`src/rtl/mqrb_pkg.sv`:
```
// mqrb_pkg: shared types, constants and register indexes for the
// multi-queue ring buffer pool. No dependencies.
package mqrb_pkg;

  localparam int NUM_QUEUES = 4;
  localparam int POOL_DEPTH = 128;
  localparam int CODE_BITS  = 8;

  localparam int SIZE_W   = 8;                          // size register width
  localparam int QID_W    = 2;                          // queue_id field width
  localparam int ADDR_W   = (POOL_DEPTH > 1) ? $clog2(POOL_DEPTH) : 1;
  localparam int CNT_W    = $clog2(POOL_DEPTH + 1);     // fill count, 0..POOL_DEPTH
  localparam int CFG_IDX_W = 3;
  localparam int CFG_DATA_W = 8;

  // register indexes
  localparam logic [CFG_IDX_W-1:0] REG_QUEUE_SIZE_0 = 3'd0;
  localparam int                   SIZE_REGS        = 4;
  localparam logic [CFG_IDX_W-1:0] REG_EMPTY_CODE   = 3'd4;

  localparam logic [CODE_BITS-1:0] EMPTY_CODE_RST = '1;

  typedef enum logic [0:0] {
    FUNC_PUT = 1'b0,
    FUNC_GET = 1'b1
  } func_t;

  typedef struct packed {
    func_t                func;
    logic [QID_W-1:0]     queue_id;
    logic [CODE_BITS-1:0] write_code;
  } in_item_t;

  typedef struct packed {
    logic [CODE_BITS-1:0] read_code;
    logic                 done_res;
  } out_item_t;

  // carved pool layout, one entry per slot
  typedef struct packed {
    logic [NUM_QUEUES-1:0]             en;
    logic [NUM_QUEUES-1:0][ADDR_W-1:0] base;
    logic [NUM_QUEUES-1:0][SIZE_W-1:0] size;
  } layout_t;

  typedef struct packed {
    logic             fire;
    func_t            func;
    logic [QID_W-1:0] queue_id;
  } qs_req_t;

  typedef struct packed {
    logic              done;
    logic [ADDR_W-1:0] addr;
  } qs_resp_t;

endpackage

```
`src/rtl/mqrb_layout.sv`:
```
// mqrb_layout: configuration registers and the registered pool carving
// (enable and base per slot). Depends on mqrb_pkg.
module mqrb_layout (
  input  logic                                clk,
  input  logic                                rst_n,
  input  logic                                cfg_we,
  input  logic [mqrb_pkg::CFG_IDX_W-1:0]      cfg_idx,
  input  logic [mqrb_pkg::CFG_DATA_W-1:0]     cfg_wdata,
  output mqrb_pkg::layout_t                   layout,
  output logic [mqrb_pkg::CODE_BITS-1:0]      empty_code,
  output logic                                clear
);

  logic [mqrb_pkg::NUM_QUEUES-1:0][mqrb_pkg::SIZE_W-1:0] size_r;
  logic [mqrb_pkg::CODE_BITS-1:0]                         empty_code_r;
  logic [mqrb_pkg::NUM_QUEUES-1:0]                        en_r, en_nxt;
  logic [mqrb_pkg::NUM_QUEUES-1:0][mqrb_pkg::ADDR_W-1:0]  base_r, base_nxt;
  logic [mqrb_pkg::SIZE_W:0]                              used_v;
  logic [mqrb_pkg::SIZE_W:0]                              room_v;
  logic                                                   size_wr;

  // size write to an existing slot clears all queue state
  assign size_wr = cfg_we &&
                   (32'(cfg_idx) < mqrb_pkg::SIZE_REGS) &&
                   (32'(cfg_idx) < mqrb_pkg::NUM_QUEUES);
  assign clear = size_wr;

  always_ff @(posedge clk) begin
    if (!rst_n) begin
      size_r       <= '0;
      empty_code_r <= mqrb_pkg::EMPTY_CODE_RST;
    end else if (cfg_we) begin
      for (int i = 0; i < mqrb_pkg::NUM_QUEUES; i++) begin
        if (size_wr && (32'(cfg_idx) == i)) begin
          size_r[i] <= cfg_wdata[mqrb_pkg::SIZE_W-1:0];
        end
      end
      if (cfg_idx == mqrb_pkg::REG_EMPTY_CODE) begin
        empty_code_r <= cfg_wdata[mqrb_pkg::CODE_BITS-1:0];
      end
    end
  end

  // slots are carved in order; a slot that does not fit takes no space
  always_comb begin
    used_v   = '0;
    room_v   = '0;
    en_nxt   = '0;
    base_nxt = '0;
    for (int i = 0; i < mqrb_pkg::NUM_QUEUES; i++) begin
      room_v      = (mqrb_pkg::SIZE_W+1)'(mqrb_pkg::POOL_DEPTH) - used_v;
      base_nxt[i] = used_v[mqrb_pkg::ADDR_W-1:0];
      en_nxt[i]   = (size_r[i] != '0) && ({1'b0, size_r[i]} <= room_v);
      if (en_nxt[i]) begin
        used_v = used_v + {1'b0, size_r[i]};
      end
    end
  end

  always_ff @(posedge clk) begin
    if (!rst_n) begin
      en_r   <= '0;
      base_r <= '0;
    end else begin
      en_r   <= en_nxt;
      base_r <= base_nxt;
    end
  end

  assign layout.en   = en_r;
  assign layout.base = base_r;
  assign layout.size = size_r;
  assign empty_code  = empty_code_r;

endmodule

```
`src/rtl/mqrb_qstate.sv`:
```
// mqrb_qstate: per-queue write/read pointers and fill counts; decides
// whether a put or get succeeds and forms its pool address. Depends on mqrb_pkg.
module mqrb_qstate (
  input  logic               clk,
  input  logic               rst_n,
  input  logic               clear,
  input  mqrb_pkg::layout_t  layout,
  input  mqrb_pkg::qs_req_t  req,
  output mqrb_pkg::qs_resp_t resp
);

  logic [mqrb_pkg::NUM_QUEUES-1:0][mqrb_pkg::ADDR_W-1:0] wp_r, wp_nxt;
  logic [mqrb_pkg::NUM_QUEUES-1:0][mqrb_pkg::ADDR_W-1:0] rp_r, rp_nxt;
  logic [mqrb_pkg::NUM_QUEUES-1:0][mqrb_pkg::CNT_W-1:0]  cnt_r, cnt_nxt;

  logic                        sel_en;
  logic [mqrb_pkg::ADDR_W-1:0] sel_base;
  logic [mqrb_pkg::SIZE_W-1:0] sel_size;
  logic [mqrb_pkg::ADDR_W-1:0] sel_wp;
  logic [mqrb_pkg::ADDR_W-1:0] sel_rp;
  logic [mqrb_pkg::CNT_W-1:0]  sel_cnt;
  logic [mqrb_pkg::ADDR_W-1:0] sel_ptr;
  logic [mqrb_pkg::ADDR_W-1:0] ptr_adv;
  logic [mqrb_pkg::SIZE_W:0]   ptr_inc;
  logic                        put_ok;
  logic                        get_ok;
  logic                        is_get;

  assign is_get = (req.func == mqrb_pkg::FUNC_GET);

  always_comb begin
    sel_en   = 1'b0;
    sel_base = '0;
    sel_size = '0;
    sel_wp   = '0;
    sel_rp   = '0;
    sel_cnt  = '0;
    for (int i = 0; i < mqrb_pkg::NUM_QUEUES; i++) begin
      if (32'(req.queue_id) == i) begin
        sel_en   = layout.en[i];
        sel_base = layout.base[i];
        sel_size = layout.size[i];
        sel_wp   = wp_r[i];
        sel_rp   = rp_r[i];
        sel_cnt  = cnt_r[i];
      end
    end
  end

  assign put_ok  = sel_en && !is_get && (mqrb_pkg::SIZE_W'(sel_cnt) < sel_size);
  assign get_ok  = sel_en && is_get && (sel_cnt != '0);
  assign sel_ptr = is_get ? sel_rp : sel_wp;

  // wrap by compare with the queue size
  assign ptr_inc = (mqrb_pkg::SIZE_W+1)'(sel_ptr) + 1'b1;
  assign ptr_adv = (ptr_inc >= {1'b0, sel_size}) ? '0 : ptr_inc[mqrb_pkg::ADDR_W-1:0];

  assign resp.done = put_ok || get_ok;
  assign resp.addr = sel_base + sel_ptr;

  always_comb begin
    wp_nxt  = wp_r;
    rp_nxt  = rp_r;
    cnt_nxt = cnt_r;
    for (int i = 0; i < mqrb_pkg::NUM_QUEUES; i++) begin
      if (req.fire && (32'(req.queue_id) == i)) begin
        if (put_ok) begin
          wp_nxt[i]  = ptr_adv;
          cnt_nxt[i] = cnt_r[i] + 1'b1;
        end
        if (get_ok) begin
          rp_nxt[i]  = ptr_adv;
          cnt_nxt[i] = cnt_r[i] - 1'b1;
        end
      end
    end
  end

  always_ff @(posedge clk) begin
    if (!rst_n || clear) begin
      wp_r  <= '0;
      rp_r  <= '0;
      cnt_r <= '0;
    end else begin
      wp_r  <= wp_nxt;
      rp_r  <= rp_nxt;
      cnt_r <= cnt_nxt;
    end
  end

endmodule

```
`src/rtl/multi_queue_ring_buffer_pool.sv`:
```
// multi_queue_ring_buffer_pool: top level. Input register, queue state,
// shared code pool memory and result register. Depends on mqrb_pkg,
// mqrb_layout and mqrb_qstate.
//
//   channel | ports                         | payload
//   --------+-------------------------------+------------------------------
//   input   | in_valid / in_ready / in_data | func, queue_id, write_code
//   result  | out_valid / out_ready / out_data | read_code, done_res
//   config  | cfg_we / cfg_idx / cfg_wdata  | sizes 0..3, empty_code
//
// One transaction per cycle sustained while out_ready is held high. A
// transaction sits in the input register, where the queue pointers are
// looked up and updated and the pool is written (put) or read (get); the
// registered pool read is the result register, so out_valid rises when the
// transaction moves from the input register into the result register.
// Reset clears all pointers and counts; pool contents are undefined until
// written and need no clearing. A stalled result holds the input register,
// which in turn drops in_ready once it is full.
module multi_queue_ring_buffer_pool (
  input  logic                            clk,
  input  logic                            rst_n,
  input  logic                            in_valid,
  output logic                            in_ready,
  input  mqrb_pkg::in_item_t              in_data,
  output logic                            out_valid,
  input  logic                            out_ready,
  output mqrb_pkg::out_item_t             out_data,
  input  logic                            cfg_we,
  input  logic [mqrb_pkg::CFG_IDX_W-1:0]  cfg_idx,
  input  logic [mqrb_pkg::CFG_DATA_W-1:0] cfg_wdata
);

  mqrb_pkg::layout_t              layout;
  logic [mqrb_pkg::CODE_BITS-1:0] empty_code;
  logic                           clear;
  mqrb_pkg::qs_req_t              qs_req;
  mqrb_pkg::qs_resp_t             qs_resp;

  // stage 1: accepted transaction
  logic               s1_valid_r;
  mqrb_pkg::in_item_t s1_item_r;
  logic               adv;

  // result stage
  logic                           out_valid_r;
  logic                           out_done_r;
  logic                           out_sel_r;   // 1: answer comes from the pool
  logic [mqrb_pkg::CODE_BITS-1:0] rd_data_r;

  logic [mqrb_pkg::CODE_BITS-1:0] pool_mem [mqrb_pkg::POOL_DEPTH];
  logic                           do_put;
  logic                           do_get;

  mqrb_layout u_layout (
    .clk        (clk),
    .rst_n      (rst_n),
    .cfg_we     (cfg_we),
    .cfg_idx    (cfg_idx),
    .cfg_wdata  (cfg_wdata),
    .layout     (layout),
    .empty_code (empty_code),
    .clear      (clear)
  );

  // stage 1 advances when the result register is free or being drained
  assign adv      = s1_valid_r && (!out_valid_r || out_ready);
  assign in_ready = !s1_valid_r || adv;

  always_ff @(posedge clk) begin
    if (!rst_n) begin
      s1_valid_r <= 1'b0;
    end else if (in_ready) begin
      s1_valid_r <= in_valid;
    end
  end

  always_ff @(posedge clk) begin
    if (in_ready && in_valid) begin
      s1_item_r <= in_data;
    end
  end

  assign qs_req.fire     = adv;
  assign qs_req.func     = s1_item_r.func;
  assign qs_req.queue_id = s1_item_r.queue_id;

  mqrb_qstate u_qstate (
    .clk   (clk),
    .rst_n (rst_n),
    .clear (clear),
    .layout(layout),
    .req   (qs_req),
    .resp  (qs_resp)
  );

  assign do_put = adv && qs_resp.done && (s1_item_r.func == mqrb_pkg::FUNC_PUT);
  assign do_get = adv && qs_resp.done && (s1_item_r.func == mqrb_pkg::FUNC_GET);

  // shared code pool: one port, either a put write or a get read per cycle
  always_ff @(posedge clk) begin
    if (do_put) begin
      pool_mem[qs_resp.addr] <= s1_item_r.write_code;
    end
    if (do_get) begin
      rd_data_r <= pool_mem[qs_resp.addr];
    end
  end

  always_ff @(posedge clk) begin
    if (!rst_n) begin
      out_valid_r <= 1'b0;
      out_done_r  <= 1'b0;
      out_sel_r   <= 1'b0;
    end else if (adv) begin
      out_valid_r <= 1'b1;
      out_done_r  <= qs_resp.done;
      out_sel_r   <= do_get;
    end else if (out_ready) begin
      out_valid_r <= 1'b0;
    end
  end

  // a put or a failed get answers with empty_code
  assign out_valid          = out_valid_r;
  assign out_data.read_code = out_sel_r ? rd_data_r : empty_code;
  assign out_data.done_res  = out_done_r;

endmodule
```
`config.mk`:
```
export PLATFORM = sky130hd
export DESIGN_NAME = multi_queue_ring_buffer_pool
export DESIGN_NICKNAME = d
export VERILOG_FILES = /design/src/rtl/mqrb_pkg.sv /design/src/rtl/mqrb_layout.sv /design/src/rtl/mqrb_qstate.sv /design/src/rtl/multi_queue_ring_buffer_pool.sv
export SDC_FILE = /design/constraint.sdc
export NUM_CORES = 1
export LEC_CHECK = 0
export BUFFER_PORTS_ARGS = -buffer_cell sky130_fd_sc_hd__buf_4
export CORE_MARGIN = 4
export CORE_UTILIZATION = 30
export CTS_CLUSTER_DIAMETER = 150
export DETAILED_ROUTE_END_ITERATION = 12
export PLACE_DENSITY = 0.43
export REMOVE_ABC_BUFFERS = 1
export SETUP_SLACK_MARGIN = 0.02
export SYNTH_ARGS = -nofsm -noshare
export SYNTH_HDL_FRONTEND = slang
export SYNTH_HIERARCHICAL = 1
export SYNTH_SLANG_ARGS = --single-unit
```
`constraint.sdc`:
```
create_clock -name clk -period 8.81 [get_ports clk]
set_clock_uncertainty 0.05 [all_clocks]
set_input_delay 1.3215 -clock clk [delete_from_list [all_inputs] [get_ports clk]]
set_output_delay 1.3215 -clock clk [all_outputs]
set_load 0.01 [all_outputs]
```
==> flow_summary_export.csv, run 1 <==
group,metric,value,unit
run_status,outcome,"complete, no violations",
synth,synth.top_cells.by_count,"edfxtp_1 (1043), nor2_1 (355), nand2_1 (259)",
timing,rsz0062_at_grt,"no",
critical_path,end_kind,"flop",
routing,num_vias,32364,
power_and_ir_drop,power.share.clock,43.3,%
synth,yosysWarningCount,6,
hold_path,min_path_type,"reg2reg",
power_and_ir_drop,seqPwrFrac,48.2,%
routing,ant_nets,0,
cells_and_area,finalNonFillerCells,6006,
clock_tree,h-tree-depth,4,
timing,fmax,124,MHz
global_route,grt_max_degree,101,
clock_tree,clock_sinks,1200,
synth,postSynthAreaPerCell,14.1,µm²
critical_path,required,9470,ps
timing,fin_crit_sh,91.5,%
global_route,grt_first_pass_wirelength,243000,µm
timing,finalMaxSlewViolations,0,
placement,dp.final_hpwl,106000,µm
placement,placed_area,54000,µm²
clock_tree,cts_buffers,141,
synth,synth_top_area_share,61.3,%
critical_path,critPathSlowestCell,"dfxtp_2",
cells_and_area,n_fill_cell,16400,
critical_path,crit_path_max_fanout,17,
synth,syn_inst,3616,
synth,synth_area_leader_cell,"edfxtp_1",
synth,async_reset_ff_share,0,%
global_route,grtUsageTotal,19.0,%
die,start_util,30.2,%
routing,drtIter0Drc,3044,
clock_tree,cts_setup_buffers,0,
clock_tree,cts_hold_buf,0,
synth,synth-main-ff-cell,"edfxtp_1",
cells_and_area,multi_input_area,15300,µm²
power_and_ir_drop,swShare,24.6,%
die,rows,151,
synth,synth_most_common_cell,"edfxtp_1",
clock_tree,clk_pin_slew,70,ps
critical_path,criticalPathCategory,"reg2reg",
power_and_ir_drop,peakVddDrop,0.140,mV
synth,synth_area,51100,µm²
placement,placed_cells,5754,
synth,ys_ff_latch,1200,
routing,dr.pass1.iters,8,
clock_tree,root_buffer,"clkbuf_16",
power_and_ir_drop,power_leakage,18.8,nW
die,die-area,177000,µm²
clock_tree,clk-insertion-delay-late,790,ps
clock_tree,cts_tree,"yes",
power_and_ir_drop,combinationalPowerShare,8.5,%
cells_and_area,nets,3804,
timing,setup_viol,0,
routing,wl_per_cell,28.4,µm
critical_path,cp-start-kind,"flop",
placement,gp_congestion,0.821,
cells_and_area,seq_area,34500,µm²
die,core-area,169000,µm²
routing,wl,170000,µm
timing,fin_setup_tns,0,ps
placement,io_buffers,37,
global_route,gr-total-overflow,0,
synth,synthTopCellsByArea,"edfxtp_1 (61%), dfxtp_1 (6.2%), mux4_2 (3.9%), a221oi_1 (3.5%), nor2_1 (2.6%)",
global_route,first_global_vias,32010,
timing,tightest_slew,1280,ps
global_route,antenna_found_initial,3,
job,cap_violations,0,
die,io_pins,38,
cells_and_area,drive_gt1_share,15.0,%
routing,viasPerCell,5.39,
synth,ys_seq_area_share,67.4,%
die,die_w,421,µm
cells_and_area,stdcell_area,58400,µm²
routing,drc,0,
critical_path,slowest_delay,430,ps
critical_path,cp.arrival,8720,ps
power_and_ir_drop,p_per_area,220,nW/µm²
power_and_ir_drop,p_int,9.70,mW
clock_tree,cts.path.max_buffers,3,
timing,max_slew_margin,14.5,%
die,die_y,421,µm
cells_and_area,syn_to_final_growth,14.3,%
timing,period_minus_slack,8060,ps
synth,synth_edf_count,1043,
synth,ys_types,102,
critical_path,crit_top_cell,"ha_1",
timing,final_hold_viol_count,0,
power_and_ir_drop,switchingPower,3.17,mW
sequential cells by signal, summed over array words and instances (netlist names), 4 cells and up:
name / count
pool_mem: 1024
u_layout/en_r: 4
u_layout/empty_code: 8
u_layout/layout: 53
rd_data_r: 8
u_qstate/wp_r: 28
s1_item_r: 8
u_qstate/rp_r: 28
u_qstate/cnt_r: 32
kinds of logic after synthesis:
group	count (synthesis)	synth area share (%)
AO/OA/AOI/OAI	848	11.5
AND/OR/NAND/NOR	880	7.76
buffers and inverters	296	2.87
other	1	0.00734
flip-flops	1200	67.4
XOR/XNOR	65	1.11
adder cells (fa/ha/maj)	98	2.50
multiplexers	228	6.78
cell type report:
type,count,share of cell area [%]
Antenna cell,1,0.00429
Timing Repair Buffer,155,2.16
Tap cell,2218,4.75
Multi-Input combinational cell,2126,26.3
Inverter,55,0.358
Sequential cell,1200,59.0
Clock inverter,74,1.00
Clock buffer,177,6.44
per-layer routing:
metal  vias up  GRT usage, %  share of wire [%]
li1      14268             -                  -
met1     16860          26.9                 46
met2      1027          30.5                 47
met3       209          3.21                5.8
met4         0          4.58                2.1
met5         -             0                  0
per-stage QoR:
| stage | total power [mW] | setup slack, ps | utilization [%] | hold WS (ps) |
|---|---|---|---|---|
| floorplan | 6.97 | -14960 | - | 382 |
| global placement | 7.41 | 554 | 31.9 | 388 |
| detailed placement | 7.41 | 529 | 31.9 | 397 |
| CTS | 13.0 | 523 | 34.5 | 407 |
| global route | 13.3 | 109 | 34.5 | 420 |
| finish | 12.9 | 746 | 34.5 | 405 |
power groups by stage:
| stage | clock network [mW] | registers (mW) | logic [mW] |
|---|---|---|---|
| after floorplan | 0 | 6.36 | 0.604 |
| after CTS | 5.69 | 6.20 | 1.09 |
| final | 5.57 | 6.20 | 1.09 |
| after global placement | 0 | 6.32 | 1.09 |
| after global routing | 5.93 | 6.20 | 1.16 |
| after detailed placement | 0 | 6.32 | 1.09 |
timing repair:
action | 4_1_cts | 5_1_grt
setup endpoints to repair | 0 | 1
hold endpoints to repair | 0 | 0
gates resized for setup | 0 | 4
path summary, 6_finish.rpt:
check / start / to / cells past startpoint / slack, ps
worst min register to register: u_qstate/rp_r[20] / u_qstate/rp_r[20] / 2 / 400
worst max-delay path: u_layout/layout[7] / u_layout/en_r[3] / 41 / 750
worst max register to register: u_layout/layout[7] / u_layout/en_r[3] / 41 / 750
worst min-delay path: u_qstate/rp_r[20] / u_qstate/rp_r[20] / 2 / 400
critical path, delay by kind of cell, from the launching register on:
kind / cells / cell delay (ps)
mux: 2 / 560
xor+xnor: 2 / 200
fa+ha+maj: 6 / 1710
compound gates: 15 / 2730
simple gates: 13 / 1950
buf+inv: 3 / 380
flops: 1 / 430
cell usage in the layout (no fill, tap or decap), drive strengths merged, types with 16 or more instances in the layout:
cell / count
o22ai: 21
dfxtp: 157
nor2b: 34
nand3: 71
a221oi: 206
clkinv: 59
a211oi: 25
buf: 155
a21oi: 232
and3: 16
mux2: 61
edfxtp: 1043
a22oi: 65
a21o: 22
inv: 64
and2: 17
clkbuf: 177
o21ai: 131
nor2: 356
xnor2: 50
ha: 91
nand2: 259
mux2i: 79
nand2b: 16
mux4: 88
nor3: 45
nand4: 22
Power figures use the tool's default switching activity.
==> inputs of run 2 (changes only) <==
CTS_BUF_LIST = sky130_fd_sc_hd__clkbuf_4 sky130_fd_sc_hd__clkbuf_8 sky130_fd_sc_hd__clkbuf_16   (was not set)
==> flow_summary_export.csv, run 2 (synthesis results as in run 1) <==
group,metric,value,unit
run_status,outcome,"complete, no violations",
timing,period_minus_slack,8040,ps
cells_and_area,syn_to_final_growth,14.5,%
critical_path,criticalPathCategory,"reg2reg",
clock_tree,cts.path.max_buffers,3,
clock_tree,root_buffer,"clkbuf_16",
clock_tree,cts_buffers,141,
global_route,first_global_vias,32006,
clock_tree,cts_setup_buffers,0,
routing,viasPerCell,5.39,
critical_path,cp-start-kind,"flop",
clock_tree,cts_hold_buf,0,
placement,placed_area,54000,µm²
cells_and_area,stdcell_area,58500,µm²
die,io_pins,38,
cells_and_area,largest_reg_flops,1024,
critical_path,path_buf_inv,3,
critical_path,cp.arrival,8700,ps
global_route,grt_first_pass_wirelength,243000,µm
placement,dp.final_hpwl,106000,µm
critical_path,cp.depth,40,
power_and_ir_drop,peakVddDrop,0.139,mV
timing,fin_setup_tns,0,ps
timing,fin_crit_sh,91.3,%
timing,rsz0062_at_grt,"no",
global_route,gr-total-overflow,0,
critical_path,end_kind,"flop",
cells_and_area,layout.cells.most_common,"edfxtp_1",
clock_tree,cts_tree,"yes",
timing,final_hold_viol_count,0,
die,rows,151,
clock_tree,clk_pin_slew,70,ps
hold_path,min_path_type,"reg2reg",
timing,max_slew_margin,12.3,%
critical_path,r2r_slack,770,ps
critical_path,critPathSlowestCell,"dfxtp_2",
cells_and_area,drive_gt1_share,15.8,%
die,core-area,169000,µm²
die,start_util,30.2,%
timing,setup_viol,0,
die,die_w,421,µm
placement,io_buffers,37,
power_and_ir_drop,power_leakage,18.9,nW
routing,ant_nets,0,
critical_path,crit_top_cell,"ha_1",
die,die_y,421,µm
cells_and_area,top_register,"pool_mem",
critical_path,slowest_delay,430,ps
job,cap_violations,0,
routing,num_vias,32367,
clock_tree,h-tree-depth,4,
clock_tree,clk-insertion-delay-late,780,ps
critical_path,crit_family,"compound AO/OA/AOI/OAI gates",
global_route,grt_max_degree,101,
critical_path,crit_path_max_fanout,17,
routing,drtIter0Drc,3169,
routing,drc,0,
cells_and_area,nets,3804,
die,die-area,177000,µm²
routing,dr.pass1.iters,5,
timing,timing.hold.ws,405,ps
hold_path,hold_depth,2,
clock_tree,clock_sinks,1200,
power_and_ir_drop,total_power,12.9,mW
routing,wl,170000,µm
timing,tightest_slew,1310,ps
placement,gp_congestion,0.821,
cells_and_area,layout_common_cells,"edfxtp_1 (1043), nor2_1 (353), nand2_1 (258)",
critical_path,r2r_cells,40,
timing,fmax,124,MHz
critical_path,required,9470,ps
global_route,grtUsageTotal,19.0,%
cells_and_area,n_fill_cell,16384,
cells_and_area,seq_area,34500,µm²
global_route,antenna_found_initial,3,
routing,wl_per_cell,28.3,µm
timing,finalMaxSlewViolations,0,
power_and_ir_drop,p_per_area,221,nW/µm²
cells_and_area,multi_input_area,15300,µm²
cells_and_area,antennaDiodeCount,0,
[run 2: changes by cell type in the layout (fill, tap and decap cells not counted)]
cell,change
clkbuf_1,-30
clkbuf_4,+30
diode_2,-1
[run 2: layer usage]
metal / vias to the layer above / GRT usage [%] / wire [µm]
met2: 1053 / 30.5 / 79300
met4: 0 / 4.62 / 3540
li1: 14260 / - / -
met5: - / 0 / 0
met3: 202 / 3.21 / 9850
met1: 16852 / 27.0 / 77500
[run 2: worst paths after layout]
kind                       from                end
max          u_layout/layout[7]   u_layout/en_r[3]
min           u_qstate/rp_r[17]  u_qstate/rp_r[17]
max reg2reg  u_layout/layout[7]   u_layout/en_r[3]
min reg2reg   u_qstate/rp_r[17]  u_qstate/rp_r[17]
[run 2: power breakdown]
| part | leakage, nW | switching [mW] | total (mW) | internal, mW |
|---|---|---|---|---|
| sequential | 10.6 | 0.0132 | 6.20 | 6.19 |
| clock | 2.24 | 2.38 | 5.65 | 3.27 |
| combinational | 6.05 | 0.763 | 1.09 | 0.330 |
[run 2: final cells by class]
type | count | area share (%)
Clock buffer | 177 | 6.62
Clock inverter | 74 | 1.00
Inverter | 55 | 0.357
Multi-Input combinational cell | 2126 | 26.2
Sequential cell | 1200 | 58.9
Tap cell | 2218 | 4.74
Timing Repair Buffer | 155 | 2.16
[run 2: worst reg2reg max path: cells and delay by family, from the launching register on]
kind | cells | cell delay [ps]
compound gates | 14 | 2590
simple gates | 13 | 2060
fa+ha+maj | 6 | 1720
mux | 2 | 570
flops | 1 | 430
buf+inv | 3 | 380
xor+xnor | 2 | 200
[run 2: per-stage QoR]
stage,util [%],cells,setup slack (ps)
floorplan,-,3381,-14960
global route,34.6,6005,109
global placement,31.9,5754,554
CTS,34.5,6005,523
detailed placement,31.9,5754,529
finish,34.6,6005,768
[run 2: what timing repair did]
| action | 4_1_cts | 5_1_grt |
|---|---|---|
| endpoints found under the hold margin | 0 | 0 |
| gates resized for setup | 0 | 4 |
| endpoints found under the setup margin | 0 | 1 |
